**config.mk**
```make
export PLATFORM = sky130hd
export DESIGN_NAME = code_range_set_insert_core
export DESIGN_NICKNAME = d
export VERILOG_FILES = /design/src/hdl/crsi_pkg.sv /design/src/hdl/code_range_set_insert_core.sv
export SDC_FILE = /design/constraint.sdc
export NUM_CORES = 2
export LEC_CHECK = 0
export BUFFER_PORTS_ARGS = -buffer_cell sky130_fd_sc_hd__buf_2
export CAP_MARGIN = 20
export CORE_MARGIN = 1
export CORE_UTILIZATION = 43
export DETAILED_ROUTE_END_ITERATION = 8
export GPL_ROUTABILITY_DRIVEN = 0
export SYNTH_ARGS = -nofsm -noshare
export SYNTH_HDL_FRONTEND = slang
export SYNTH_SLANG_ARGS = --single-unit
export TNS_END_PERCENT = 5
```
**constraint.sdc**
```tcl
create_clock -name aclk -period 9.1 [get_ports aclk]
set_clock_uncertainty 0.2 [all_clocks]
set_input_delay 1.82 -clock aclk [delete_from_list [all_inputs] [get_ports aclk]]
set_output_delay 1.82 -clock aclk [all_outputs]
set_load 0.1 [all_outputs]
```
**src/hdl/crsi_pkg.sv**
```systemverilog
// shared types and constants for the code range set insert core
`timescale 1ns / 1ps

package crsi_pkg;

    localparam int MAX_RANGES_DEF = 64;

    localparam int CODE_W   = 16;
    localparam int LEN_W    = 17;
    localparam int INDEX_W  = 6;
    localparam int STATUS_W = 3;
    localparam int TOTAL_W  = 7;

    localparam int S_TDATA_W = 24;
    localparam int M_TDATA_W = 48;

    localparam int CFG_IDX_W = 1;

    localparam logic [CFG_IDX_W-1:0] REG_MIN_CODE  = 1'b0;
    localparam logic [CFG_IDX_W-1:0] REG_SKIP_CODE = 1'b1;

    localparam logic [CODE_W-1:0] MIN_CODE_RST  = 16'h0020;
    localparam logic [CODE_W-1:0] SKIP_CODE_RST = 16'hFEFF;

    localparam logic OP_INSERT = 1'b0;
    localparam logic OP_READ   = 1'b1;

    localparam logic [STATUS_W-1:0] ST_NEW      = 3'd0;
    localparam logic [STATUS_W-1:0] ST_EXTENDED = 3'd1;
    localparam logic [STATUS_W-1:0] ST_PRESENT  = 3'd2;
    localparam logic [STATUS_W-1:0] ST_IGNORED  = 3'd3;
    localparam logic [STATUS_W-1:0] ST_FULL     = 3'd4;
    localparam logic [STATUS_W-1:0] ST_READ     = 3'd5;

    typedef struct packed {
        logic [LEN_W-1:0]  len;
        logic [CODE_W-1:0] first;
    } entry_t;

    typedef enum logic [2:0] {
        S_IDLE,
        S_READ,
        S_SCAN,
        S_MERGE,
        S_SHIFT_DN,
        S_SHIFT_UP,
        S_PLACE,
        S_FINISH
    } state_t;

endpackage

```
**src/hdl/code_range_set_insert_core.sv**
```systemverilog
// code range set: sorted range table with insert, merge and indexed read
`timescale 1ns / 1ps

// Keeps up to MAX_RANGES disjoint, non-adjacent code ranges in a single-port-read,
// single-port-write table and handles one item at a time; s_tready is low while
// an item is in work. An insert walks the table one entry per cycle through the
// registered read port, and a new range in the middle or a merge after an
// extension moves the tail of the table one entry per cycle through the same
// port. A finished result sits in the output register, and the next item is
// taken meanwhile; an item only waits in S_FINISH while the result before it
// has not been taken on m_tready.
// Configuration writes are always taken and should only be issued while idle.
module code_range_set_insert_core
    import crsi_pkg::*;
#(
    parameter int MAX_RANGES = MAX_RANGES_DEF
) (
    input  logic                  aclk,
    input  logic                  aresetn,
    // input items
    input  logic                  s_tvalid,
    output logic                  s_tready,
    input  logic [S_TDATA_W-1:0]  s_tdata,   // code[15:0], entry_index[21:16], zero fill
    input  logic [0:0]            s_tuser,   // operation[0]
    // results
    output logic                  m_tvalid,
    input  logic                  m_tready,
    output logic [M_TDATA_W-1:0]  m_tdata,   // status[2:0], range_total[9:3],
                                             // entry_first[25:10], entry_length[42:26]
    // configuration writes
    input  logic                  cfg_valid,
    output logic                  cfg_ready,
    input  logic [CFG_IDX_W-1:0]  cfg_index,
    input  logic [CODE_W-1:0]     cfg_data
);

    localparam int IDX_W = (MAX_RANGES > 1) ? $clog2(MAX_RANGES) : 1;
    localparam int CNT_W = $clog2(MAX_RANGES + 1);
    localparam int CMP_W = ((CNT_W > INDEX_W) ? CNT_W : INDEX_W) + 1;

    // range table
    entry_t mem [MAX_RANGES];
    entry_t rd_entry_reg;
    logic [IDX_W-1:0] raddr;
    logic             mem_we;
    logic [IDX_W-1:0] waddr;
    entry_t           wdata;

    state_t state_reg, state_next;

    logic [CODE_W-1:0]  min_code_reg, skip_code_reg;
    logic               op_reg, op_next;
    logic [CODE_W-1:0]  code_reg, code_next;
    logic [INDEX_W-1:0] idx_reg, idx_next;
    logic [CNT_W-1:0]   used_reg, used_next;
    logic [CNT_W-1:0]   ptr_reg, ptr_next;
    logic [CNT_W-1:0]   ins_reg, ins_next;
    logic [CODE_W-1:0]  cur_first_reg, cur_first_next;
    logic [LEN_W-1:0]   cur_len_reg, cur_len_next;
    logic [STATUS_W-1:0] status_reg, status_next;
    logic [CODE_W-1:0]  first_reg, first_next;
    logic [LEN_W-1:0]   len_reg, len_next;

    logic                 m_tvalid_reg, m_tvalid_next;
    logic [M_TDATA_W-1:0] m_tdata_reg, m_tdata_next;

    logic               in_fire;
    logic               in_op;
    logic [CODE_W-1:0]  in_code;
    logic [INDEX_W-1:0] in_idx;
    logic               in_ignore;
    logic               out_free;

    logic [CODE_W+1:0]  rd_end;
    logic [CODE_W+1:0]  code_ext;
    logic               scan_present, scan_extend, scan_below, scan_touch;
    logic               merge_touch;
    logic               table_full;
    logic [CNT_W:0]     ptr_inc, ptr_inc2, used_ext;
    logic               idx_ok;

    assign s_tready  = (state_reg == S_IDLE);
    assign cfg_ready = 1'b1;
    assign m_tvalid  = m_tvalid_reg;
    assign m_tdata   = m_tdata_reg;

    assign in_fire   = s_tvalid && s_tready;
    assign in_op     = s_tuser[0];
    assign in_code   = s_tdata[CODE_W-1:0];
    assign in_idx    = s_tdata[CODE_W+INDEX_W-1:CODE_W];
    assign in_ignore = (in_code < min_code_reg) || (in_code == skip_code_reg);
    assign out_free  = !m_tvalid_reg || m_tready;

    // compares against the entry that the read port returns this cycle
    assign rd_end       = {2'b00, rd_entry_reg.first} + {1'b0, rd_entry_reg.len};
    assign code_ext     = {2'b00, code_reg};
    assign scan_present = (code_reg >= rd_entry_reg.first) && (code_ext < rd_end);
    assign scan_extend  = (code_ext == rd_end);
    assign scan_below   = (code_reg < rd_entry_reg.first);
    assign scan_touch   = ({1'b0, code_reg} + 17'd1) == {1'b0, rd_entry_reg.first};
    assign merge_touch  = ({2'b00, cur_first_reg} + {1'b0, cur_len_reg})
                          == {2'b00, rd_entry_reg.first};
    assign table_full   = (used_reg == CNT_W'(MAX_RANGES));
    assign ptr_inc      = (CNT_W+1)'(ptr_reg) + (CNT_W+1)'(1);
    assign ptr_inc2     = (CNT_W+1)'(ptr_reg) + (CNT_W+1)'(2);
    assign used_ext     = (CNT_W+1)'(used_reg);
    assign idx_ok       = (CMP_W'(idx_reg) < CMP_W'(used_reg))
                          && (CMP_W'(idx_reg) < CMP_W'(MAX_RANGES));

    // table memory, registered read
    always_ff @(posedge aclk) begin
        if (mem_we) begin
            mem[waddr] <= wdata;
        end
        rd_entry_reg <= mem[raddr];
    end

    always_ff @(posedge aclk) begin
        if (!aresetn) begin
            min_code_reg  <= MIN_CODE_RST;
            skip_code_reg <= SKIP_CODE_RST;
        end else if (cfg_valid && cfg_ready) begin
            unique case (cfg_index)
                REG_MIN_CODE:  min_code_reg  <= cfg_data;
                REG_SKIP_CODE: skip_code_reg <= cfg_data;
            endcase
        end
    end

    always_ff @(posedge aclk) begin
        if (!aresetn) begin
            state_reg    <= S_IDLE;
            used_reg     <= '0;
            m_tvalid_reg <= 1'b0;
        end else begin
            state_reg    <= state_next;
            used_reg     <= used_next;
            m_tvalid_reg <= m_tvalid_next;
        end
    end

    always_ff @(posedge aclk) begin
        op_reg        <= op_next;
        code_reg      <= code_next;
        idx_reg       <= idx_next;
        ptr_reg       <= ptr_next;
        ins_reg       <= ins_next;
        cur_first_reg <= cur_first_next;
        cur_len_reg   <= cur_len_next;
        status_reg    <= status_next;
        first_reg     <= first_next;
        len_reg       <= len_next;
        m_tdata_reg   <= m_tdata_next;
    end

    // next state
    always_comb begin
        state_next = state_reg;
        unique case (state_reg)
            S_IDLE: begin
                if (in_fire) begin
                    if (in_op == OP_READ) begin
                        state_next = S_READ;
                    end else if (in_ignore) begin
                        state_next = S_FINISH;
                    end else if (used_reg == '0) begin
                        state_next = S_PLACE;
                    end else begin
                        state_next = S_SCAN;
                    end
                end
            end
            S_READ: state_next = S_FINISH;
            S_SCAN: begin
                if (scan_present) begin
                    state_next = S_FINISH;
                end else if (scan_extend) begin
                    state_next = (ptr_inc < used_ext) ? S_MERGE : S_FINISH;
                end else if (scan_below) begin
                    if (table_full || scan_touch) begin
                        state_next = S_FINISH;
                    end else begin
                        state_next = S_SHIFT_UP;
                    end
                end else if (ptr_inc >= used_ext) begin
                    state_next = table_full ? S_FINISH : S_PLACE;
                end
            end
            S_MERGE: begin
                if (merge_touch && (ptr_inc2 < used_ext)) begin
                    state_next = S_SHIFT_DN;
                end else begin
                    state_next = S_FINISH;
                end
            end
            S_SHIFT_DN: begin
                if (ptr_inc2 >= used_ext) begin
                    state_next = S_FINISH;
                end
            end
            S_SHIFT_UP: begin
                if ((ptr_reg - CNT_W'(1)) == ins_reg) begin
                    state_next = S_PLACE;
                end
            end
            S_PLACE: state_next = S_FINISH;
            S_FINISH: begin
                if (out_free) begin
                    state_next = S_IDLE;
                end
            end
            default: state_next = S_IDLE;
        endcase
    end

    // datapath and table access
    always_comb begin
        op_next        = op_reg;
        code_next      = code_reg;
        idx_next       = idx_reg;
        used_next      = used_reg;
        ptr_next       = ptr_reg;
        ins_next       = ins_reg;
        cur_first_next = cur_first_reg;
        cur_len_next   = cur_len_reg;
        status_next    = status_reg;
        first_next     = first_reg;
        len_next       = len_reg;
        m_tdata_next   = m_tdata_reg;
        m_tvalid_next  = m_tvalid_reg && !m_tready;
        raddr          = ptr_reg[IDX_W-1:0];
        mem_we         = 1'b0;
        waddr          = ptr_reg[IDX_W-1:0];
        wdata          = rd_entry_reg;

        unique case (state_reg)
            S_IDLE: begin
                if (in_fire) begin
                    op_next    = in_op;
                    code_next  = in_code;
                    idx_next   = in_idx;
                    first_next = '0;
                    len_next   = '0;
                    ptr_next   = '0;
                    ins_next   = '0;
                    raddr      = '0;
                    if (in_op == OP_READ) begin
                        status_next = ST_READ;
                        raddr       = IDX_W'(in_idx);
                    end else if (in_ignore) begin
                        status_next = ST_IGNORED;
                    end else begin
                        status_next = ST_NEW;
                    end
                end
            end
            S_READ: begin
                if (idx_ok) begin
                    first_next = rd_entry_reg.first;
                    len_next   = rd_entry_reg.len;
                end
            end
            S_SCAN: begin
                raddr = ptr_inc[IDX_W-1:0];
                if (scan_present) begin
                    status_next = ST_PRESENT;
                end else if (scan_extend) begin
                    status_next    = ST_EXTENDED;
                    cur_first_next = rd_entry_reg.first;
                    cur_len_next   = rd_entry_reg.len + LEN_W'(1);
                    if (ptr_inc >= used_ext) begin
                        mem_we     = 1'b1;
                        wdata.first = rd_entry_reg.first;
                        wdata.len   = rd_entry_reg.len + LEN_W'(1);
                    end
                end else if (scan_below) begin
                    if (table_full) begin
                        status_next = ST_FULL;
                    end else if (scan_touch) begin
                        // new code sits right under this range: grow it downward
                        mem_we      = 1'b1;
                        wdata.first = code_reg;
                        wdata.len   = rd_entry_reg.len + LEN_W'(1);
                    end else begin
                        ins_next = ptr_reg;
                        ptr_next = used_reg;
                        raddr    = IDX_W'(used_reg - CNT_W'(1));
                    end
                end else begin
                    ptr_next = ptr_inc[CNT_W-1:0];
                    if (ptr_inc >= used_ext) begin
                        if (table_full) begin
                            status_next = ST_FULL;
                        end else begin
                            ins_next = used_reg;
                        end
                    end
                end
            end
            S_MERGE: begin
                raddr  = ptr_inc2[IDX_W-1:0];
                mem_we = 1'b1;
                wdata.first = cur_first_reg;
                if (merge_touch) begin
                    wdata.len = cur_len_reg + rd_entry_reg.len;
                    if (ptr_inc2 >= used_ext) begin
                        used_next = used_reg - CNT_W'(1);
                    end else begin
                        ptr_next = ptr_inc[CNT_W-1:0];
                    end
                end else begin
                    wdata.len = cur_len_reg;
                end
            end
            S_SHIFT_DN: begin
                // pull the tail down over the merged entry
                raddr    = ptr_inc2[IDX_W-1:0];
                mem_we   = 1'b1;
                ptr_next = ptr_inc[CNT_W-1:0];
                if (ptr_inc2 >= used_ext) begin
                    used_next = used_reg - CNT_W'(1);
                end
            end
            S_SHIFT_UP: begin
                // open a slot: move entries up, highest first
                raddr    = IDX_W'(ptr_reg - CNT_W'(2));
                mem_we   = 1'b1;
                ptr_next = ptr_reg - CNT_W'(1);
            end
            S_PLACE: begin
                mem_we      = 1'b1;
                waddr       = ins_reg[IDX_W-1:0];
                wdata.first = code_reg;
                wdata.len   = LEN_W'(1);
                used_next   = used_reg + CNT_W'(1);
            end
            S_FINISH: begin
                if (out_free) begin
                    m_tvalid_next = 1'b1;
                    m_tdata_next  = {5'b00000, len_reg, first_reg,
                                     TOTAL_W'(used_reg), status_reg};
                end
            end
            default: begin
                mem_we = 1'b0;
            end
        endcase
    end

endmodule
```
=== Yosys cells after proc, flatten, opt, wreduce, memory -nomap -nowiden ===
Memory sizes are Yosys's and may differ from the RTL's. A register that Yosys moved wholly into a read port is not among the register bits.
Index checks and enable logic that the tools add are counted.
W data, S select, Z words.

* Bits of input ports: 47
* Output and inout bits: 51
* Memories: 1
* Word-level logic and storage cells: 173
* Bits in registers: 191
* RAM bits: 2,112

* Add/subtract/negate cells: 11
* Bitwise logic cells: 2
* Eq/ne operators: 27
* Muxes and demuxes: 79
* Reduce and logical (&&, ||, !) cells: 29
* Magnitude comparators: 9

{| class="wikitable"
|+ Memories
! memory !! words !! bits a word !! rd ports !! clocked after memory_dff !! wr ports !! RTL line !! text
|-
| mem || 64 || 33 || 1 || 1 || 1 || code_range_set_insert_core.sv:42 || <nowiki>entry_t mem [MAX_RANGES];</nowiki>
|}

{| class="wikitable"
|+ Operator list
! cell !! count
|-
| $mux W33 || 6
|-
| $mux W7 || 17
|-
| $pmux W33 S3 || 1
|-
| $mux W3 || 19
|-
| $mux W17 || 3
|-
| $mux W6 || 8
|-
| $add A16 B17 Y18 || 2
|-
| $pmux W7 S5 || 1
|-
| $pmux W17 S2 || 1
|-
| $lt A16 B16 Y1 || 2
|-
| $mux W16 || 2
|-
| $pmux W16 S2 || 1
|-
| $pmux W6 S4 || 1
|-
| $pmux W3 S7 || 1
|-
| $pmux W7 S3 || 1
|-
| $eq A16 B18 Y1 || 1
|-
| $eq A18 B16 Y1 || 1
|-
| $lt A16 B18 Y1 || 1
|-
| $ne A2 B2 Y1 const B || 9
|-
| $add A16 B1 Y17 const B || 1
|-
| $add A17 B1 Y17 const B || 1
|-
| $add A17 B17 Y17 || 1
|-
| $eq A17 B16 Y1 || 1
|-
| $eq A16 B16 Y1 || 1
|-
| 38 further kinds || 74
|}

=== Longest topological paths before layout ===
* Depth after elaboration: 10
* Depth in mapped cells: 27
* Mapped depth without buffers: 23

=== Worst setup path before layout ===
No wires, ideal clock.

* Path type: reg-to-reg
* From: register, netlist name rd_entry_reg[0]
* To: memory mem[13][0] (netlist name) (enable)
* Data required time: 8.429 ns
* Buffers on the path: 0
* Stages on the path, launching flop included: 23
* Arrival: 7.256 ns
* Library setup time: 0.471 ns
* Period minus slack after synthesis: 7.927 ns
* Slack: 1.173 ns
* Cells stage by stage: dfxtp_1 -> ha_1 -> fa_1 -> a211oi_1 -> o211ai_1 -> o21ai_0 -> nor2b_1 -> o21a_1 -> nor2_1 -> xor2_1 -> ha_1 -> and4_1 -> o31ai_1 -> and3_1 -> a2111oi_2 -> nor2_1 -> or3_1 -> nand2b_1 -> nand2_1 -> o21ai_0 -> o31ai_1 -> and2_1 -> nor3b_1

* Longest elaborated chain between the ends: 9
* Elaborated cells on any way between the ends: 15
* Classes of those cells: add/sub (1); order compare (3); eq/ne (2); mux (8); reduce/logical (1)

{| class="wikitable"
|+ Ends and longest elaborated chain
! element !! RTL line !! text
|-
| parallel branches: the longest is 5 deep, another holds $add A16 B17 Y18 || n/a ||
|-
| $mux W1 (*) || code_range_set_insert_core.sv:265 || <nowiki>if (scan_present) begin</nowiki>
|-
| $pmux W1 S2 (*) || code_range_set_insert_core.sv:236 || <nowiki>unique case (state_reg)</nowiki>
|-
| $mux W1 (*) || code_range_set_insert_core.sv:112 || <nowiki>if (mem_we) begin</nowiki>
|-
| $mux W1 (implied by the code) (*) || code_range_set_insert_core.sv:113 || <nowiki>mem[waddr] <= wdata;</nowiki>
|-
| end: declaration || code_range_set_insert_core.sv:42 ||
|}

Mark *: on every way between the ends.

=== Worst setup path in the final report ===
* From: register, netlist name rd_entry_reg[16]
* To: register, netlist name rd_entry_reg[20]

* Longest elaborated chain between the ends: 5
* Elaborated cells on any way between the ends: 7
* Classes of those cells: add/sub (1); order compare (1); eq/ne (1); mux (3); reduce/logical (1)

{| class="wikitable"
|+ Ends and longest elaborated chain
! element !! RTL line !! text
|-
| $add A16 B17 Y18 (*) || code_range_set_insert_core.sv:95 || <nowiki>assign rd_end = {2'b00, rd_entry_reg.first} + {1'b0, rd_entry_reg.len};</nowiki>
|-
| $lt A16 B18 Y1 / $eq A16 B18 Y1 (equally long branches) || code_range_set_insert_core.sv:97, code_range_set_insert_core.sv:98 ||
|-
| $logic_and A1 B1 Y1 / $mux W6 (equally long branches) || code_range_set_insert_core.sv:97, code_range_set_insert_core.sv:267 ||
|-
| $mux W6 (*) || code_range_set_insert_core.sv:265 ||
|-
| $pmux W6 S4 (*) || code_range_set_insert_core.sv:236 ||
|}

Every way passes the cells marked *; elsewhere a longest branch is shown, timed or not.
A chain may end at the register's enable or synchronous reset.

==> impl_metrics.csv <==
group,metric,value,unit
grt,grt_pass1_vias,50500,
drt,top_layer,"met5",
die,core,0.218,mm^2
synth,synthArstFlopShare,0,%
clock_tree,cts_tree,"yes",
synth,ys_warn_count,0,
synth,synthTopCellsByCount,"edfxtp_1, mux4_2, a22oi_1",
timing,final_max_slew_viol_count,0,
synth,synth-compound-area-share,5.59,%
synth,yosysTopAreaCell,"edfxtp_1",
synth,synth-edff-count,2260,
grt,grt.overflow.total,0,
setup_path,crit_family,"compound AO/OA/AOI/OAI gates",
clock_tree,cts_setup_buffers,0,
setup_path,crit_required,9.64,ns
clock_tree,cts.sinks,2336,
synth,synth_top_area_share,71.9,%
clock_tree,hold_buffers,0,
placed_design,dp_hpwl,149,mm
die,fp.dieW,470,um
synth,synth_most_common_cell,"edfxtp_1",
layout,largest_reg_flops,2112,
timing,rsz0062_at_grt,"false",
drt,wl_met2,121,mm
timing,hold_viol_final,0,
synth,synthAdderAreaFrac,1.71,%
layout,nets,5424,
job,drv_cap,0,
placed_design,io_buffers,89,
die,die_h,470,um
drt,first_pass_iters,5,
synth,synthCells,4961,
synth,synth.distinct_cells,79,
drt,drcViolationCount,0,
clock_tree,cts_buffers,230,
drt,routed_wl,254,mm
synth,synth_simple_gate_area_share,3.52,%
clock_tree,clock-root-buffer,"clkbuf_16",
drt,ant_nets,0,
synth,synth_area_leaders,"edfxtp_1, mux4_2, a22oi_1",
die,start_util,43.4,%
layout,syn2layout_area_growth,14.3,%
timing,relSlewSlack,18.7,%
setup_path,crit_fanout,25,
die,io_pins,98,
grt,antenna_found_initial,23,
timing,tightest_slew,1.22,ns
setup_path,cp.arrival,8.47,ns
drt,drt-met1-wl,103,mm
clock_tree,clk_pin_slew_worst_paths,0.06,ns
die,rows,171,
setup_path,crit_type,"reg -> reg",
synth,yosysSeqAreaShare,73.5,%
min_path,holdCritPathClass,"reg -> reg",
synth,synth_xor_area_share,1.15,%
drt,routed-wl-met3,21.1,mm
synth,muxShareOfSynthArea,12.8,%
timing,fmax,0.126,GHz
synth,syn_area_per_cell,19.0,um^2
setup_path,cp_slowest_cell,"mux4_2",
drt,drt_iter0_markers,5940,
grt,grt_pass1_wl,365,mm
setup_path,crit_path_start_kind,"register",
timing,fin_crit,7.93,ns
synth,synth_top_family_by_area,"multiplexers",
drt,routedWlPerCell,30.6,um
drt,routed_via_density,6.03,
die,fp.dieArea,0.221,mm^2
clock_tree,clock_latency,0.89,ns
status,status,"completed",
setup_path,cp_cell_sequence,"ha_1 > fa_1 > a211oi_1 > o211ai_1 > o21ai_0 > nor2b_1 > a21oi_1 > xor2_1 > ha_1 > and4_1 > o31ai_1 > and3_1 > a2111oi_2 > o22a_1 > and2_1 > nor3_2 > a211oi_4 > buf_4 > buf_12 > buf_4 > mux4_2 > a22oi_1 > a21oi_1 > or4_1",
grt,grt_max_degree,83,
timing,fin_crit_sh,87.2,%
clock_tree,post_cts_resized,0,
synth,ys.flop_type,"edfxtp_1",
synth,synth_area,0.0944,mm^2
drt,vias,50100,
clock_tree,ctsLongestPathBuffers,3,
setup_path,endpoint_kind,"register",
setup_path,path_buf_inv,3,
synth,ys_ff_latch,2336,
clock_tree,htreeDepth,4,
grt,grt_usage,23.0,%
timing,setup_tns,0,ns
layout,final_layout_size_suffix_gt1_share,24.4,%
timing,setup_viol,0,
setup_path,critPathMaxStageDelay,0.57,ns
cell usage in the layout, fill, tap and decap left out, types with 90 or more instances in the layout:
master,synthesis,layout
a21oi_1,256,238
a22oi_1,274,274
buf_2,95,90
buf_4,14,205
clkbuf_16,0,235
edfxtp_1,2260,2260
ha_1,124,124
mux4_2,528,528
nand2_1,166,164
nor2_1,160,143
cell families after synthesis:
| logic type | Yosys count |
|---|---|
| other cells | 2 |
| compound gates | 808 |
| xor+xnor | 124 |
| simple gates | 672 |
| flops | 2336 |
| fa+ha+maj | 127 |
| buf+inv | 342 |
| mux | 550 |
final cells by class:
cell class                 count  area [um^2]
tap                         2854         3570
clock inverter               152         1600
fill                       17500       110000
timing repair buffer         329         2670
sequential                  2336        69400
multi-input combinational   2287        24300
clock buffer                 277         6060
antenna                        6         15.0
inverter                      66          248
metal layers:
metal	vias to the layer above	global-route usage, %
li1	21100	-
met1	26600	31.5
met2	2116	36.9
met3	351	4.19
met4	4	8.07
met5	-	0
final timing paths:
kind	depth (start not counted)	startpoint	slack [ns]	endpoint
hold / removal	0	first_reg[4]$_SDFFCE_PN0P_	0.22	m_tdata[14]$_DFFE_PP_
setup / recovery	24	rd_entry_reg[16]$_DFF_P_	1.17	rd_entry_reg[20]$_DFF_P_
hold reg to reg	0	first_reg[4]$_SDFFCE_PN0P_	0.22	m_tdata[14]$_DFFE_PP_
setup reg to reg	24	rd_entry_reg[16]$_DFF_P_	1.17	rd_entry_reg[20]$_DFF_P_
worst register-to-register path: cells and delay by family, from the launching register on:
kind	cells	cell delay, ns
xor gates and xnor gates	1	0.11
AOI/OAI and AO/OA	10	2.82
muxes	1	0.61
adders and majority gates	3	1.05
and+or+nand+nor	6	1.67
buffers and inverters	3	0.96
DFF	1	0.36
metrics by stage:
stage	cells	hold WS [ns]	setup slack (ns)	util (%)	area [um^2]
finish	8307	0.218	1.17	49.6	108000
global route	8302	0.223	0.754	49.6	108000
CTS	8294	0.218	1.17	49.5	108000
detailed placement	7865	0.205	1.19	46.0	100000
global placement	7864	0.203	1.21	46.0	100000
floorplan	4965	0.200	1.17	-	94400
Power is left out: the tool's default activity adds up to more than one toggle a clock period on the data nets, which glitch-free logic cannot reach.
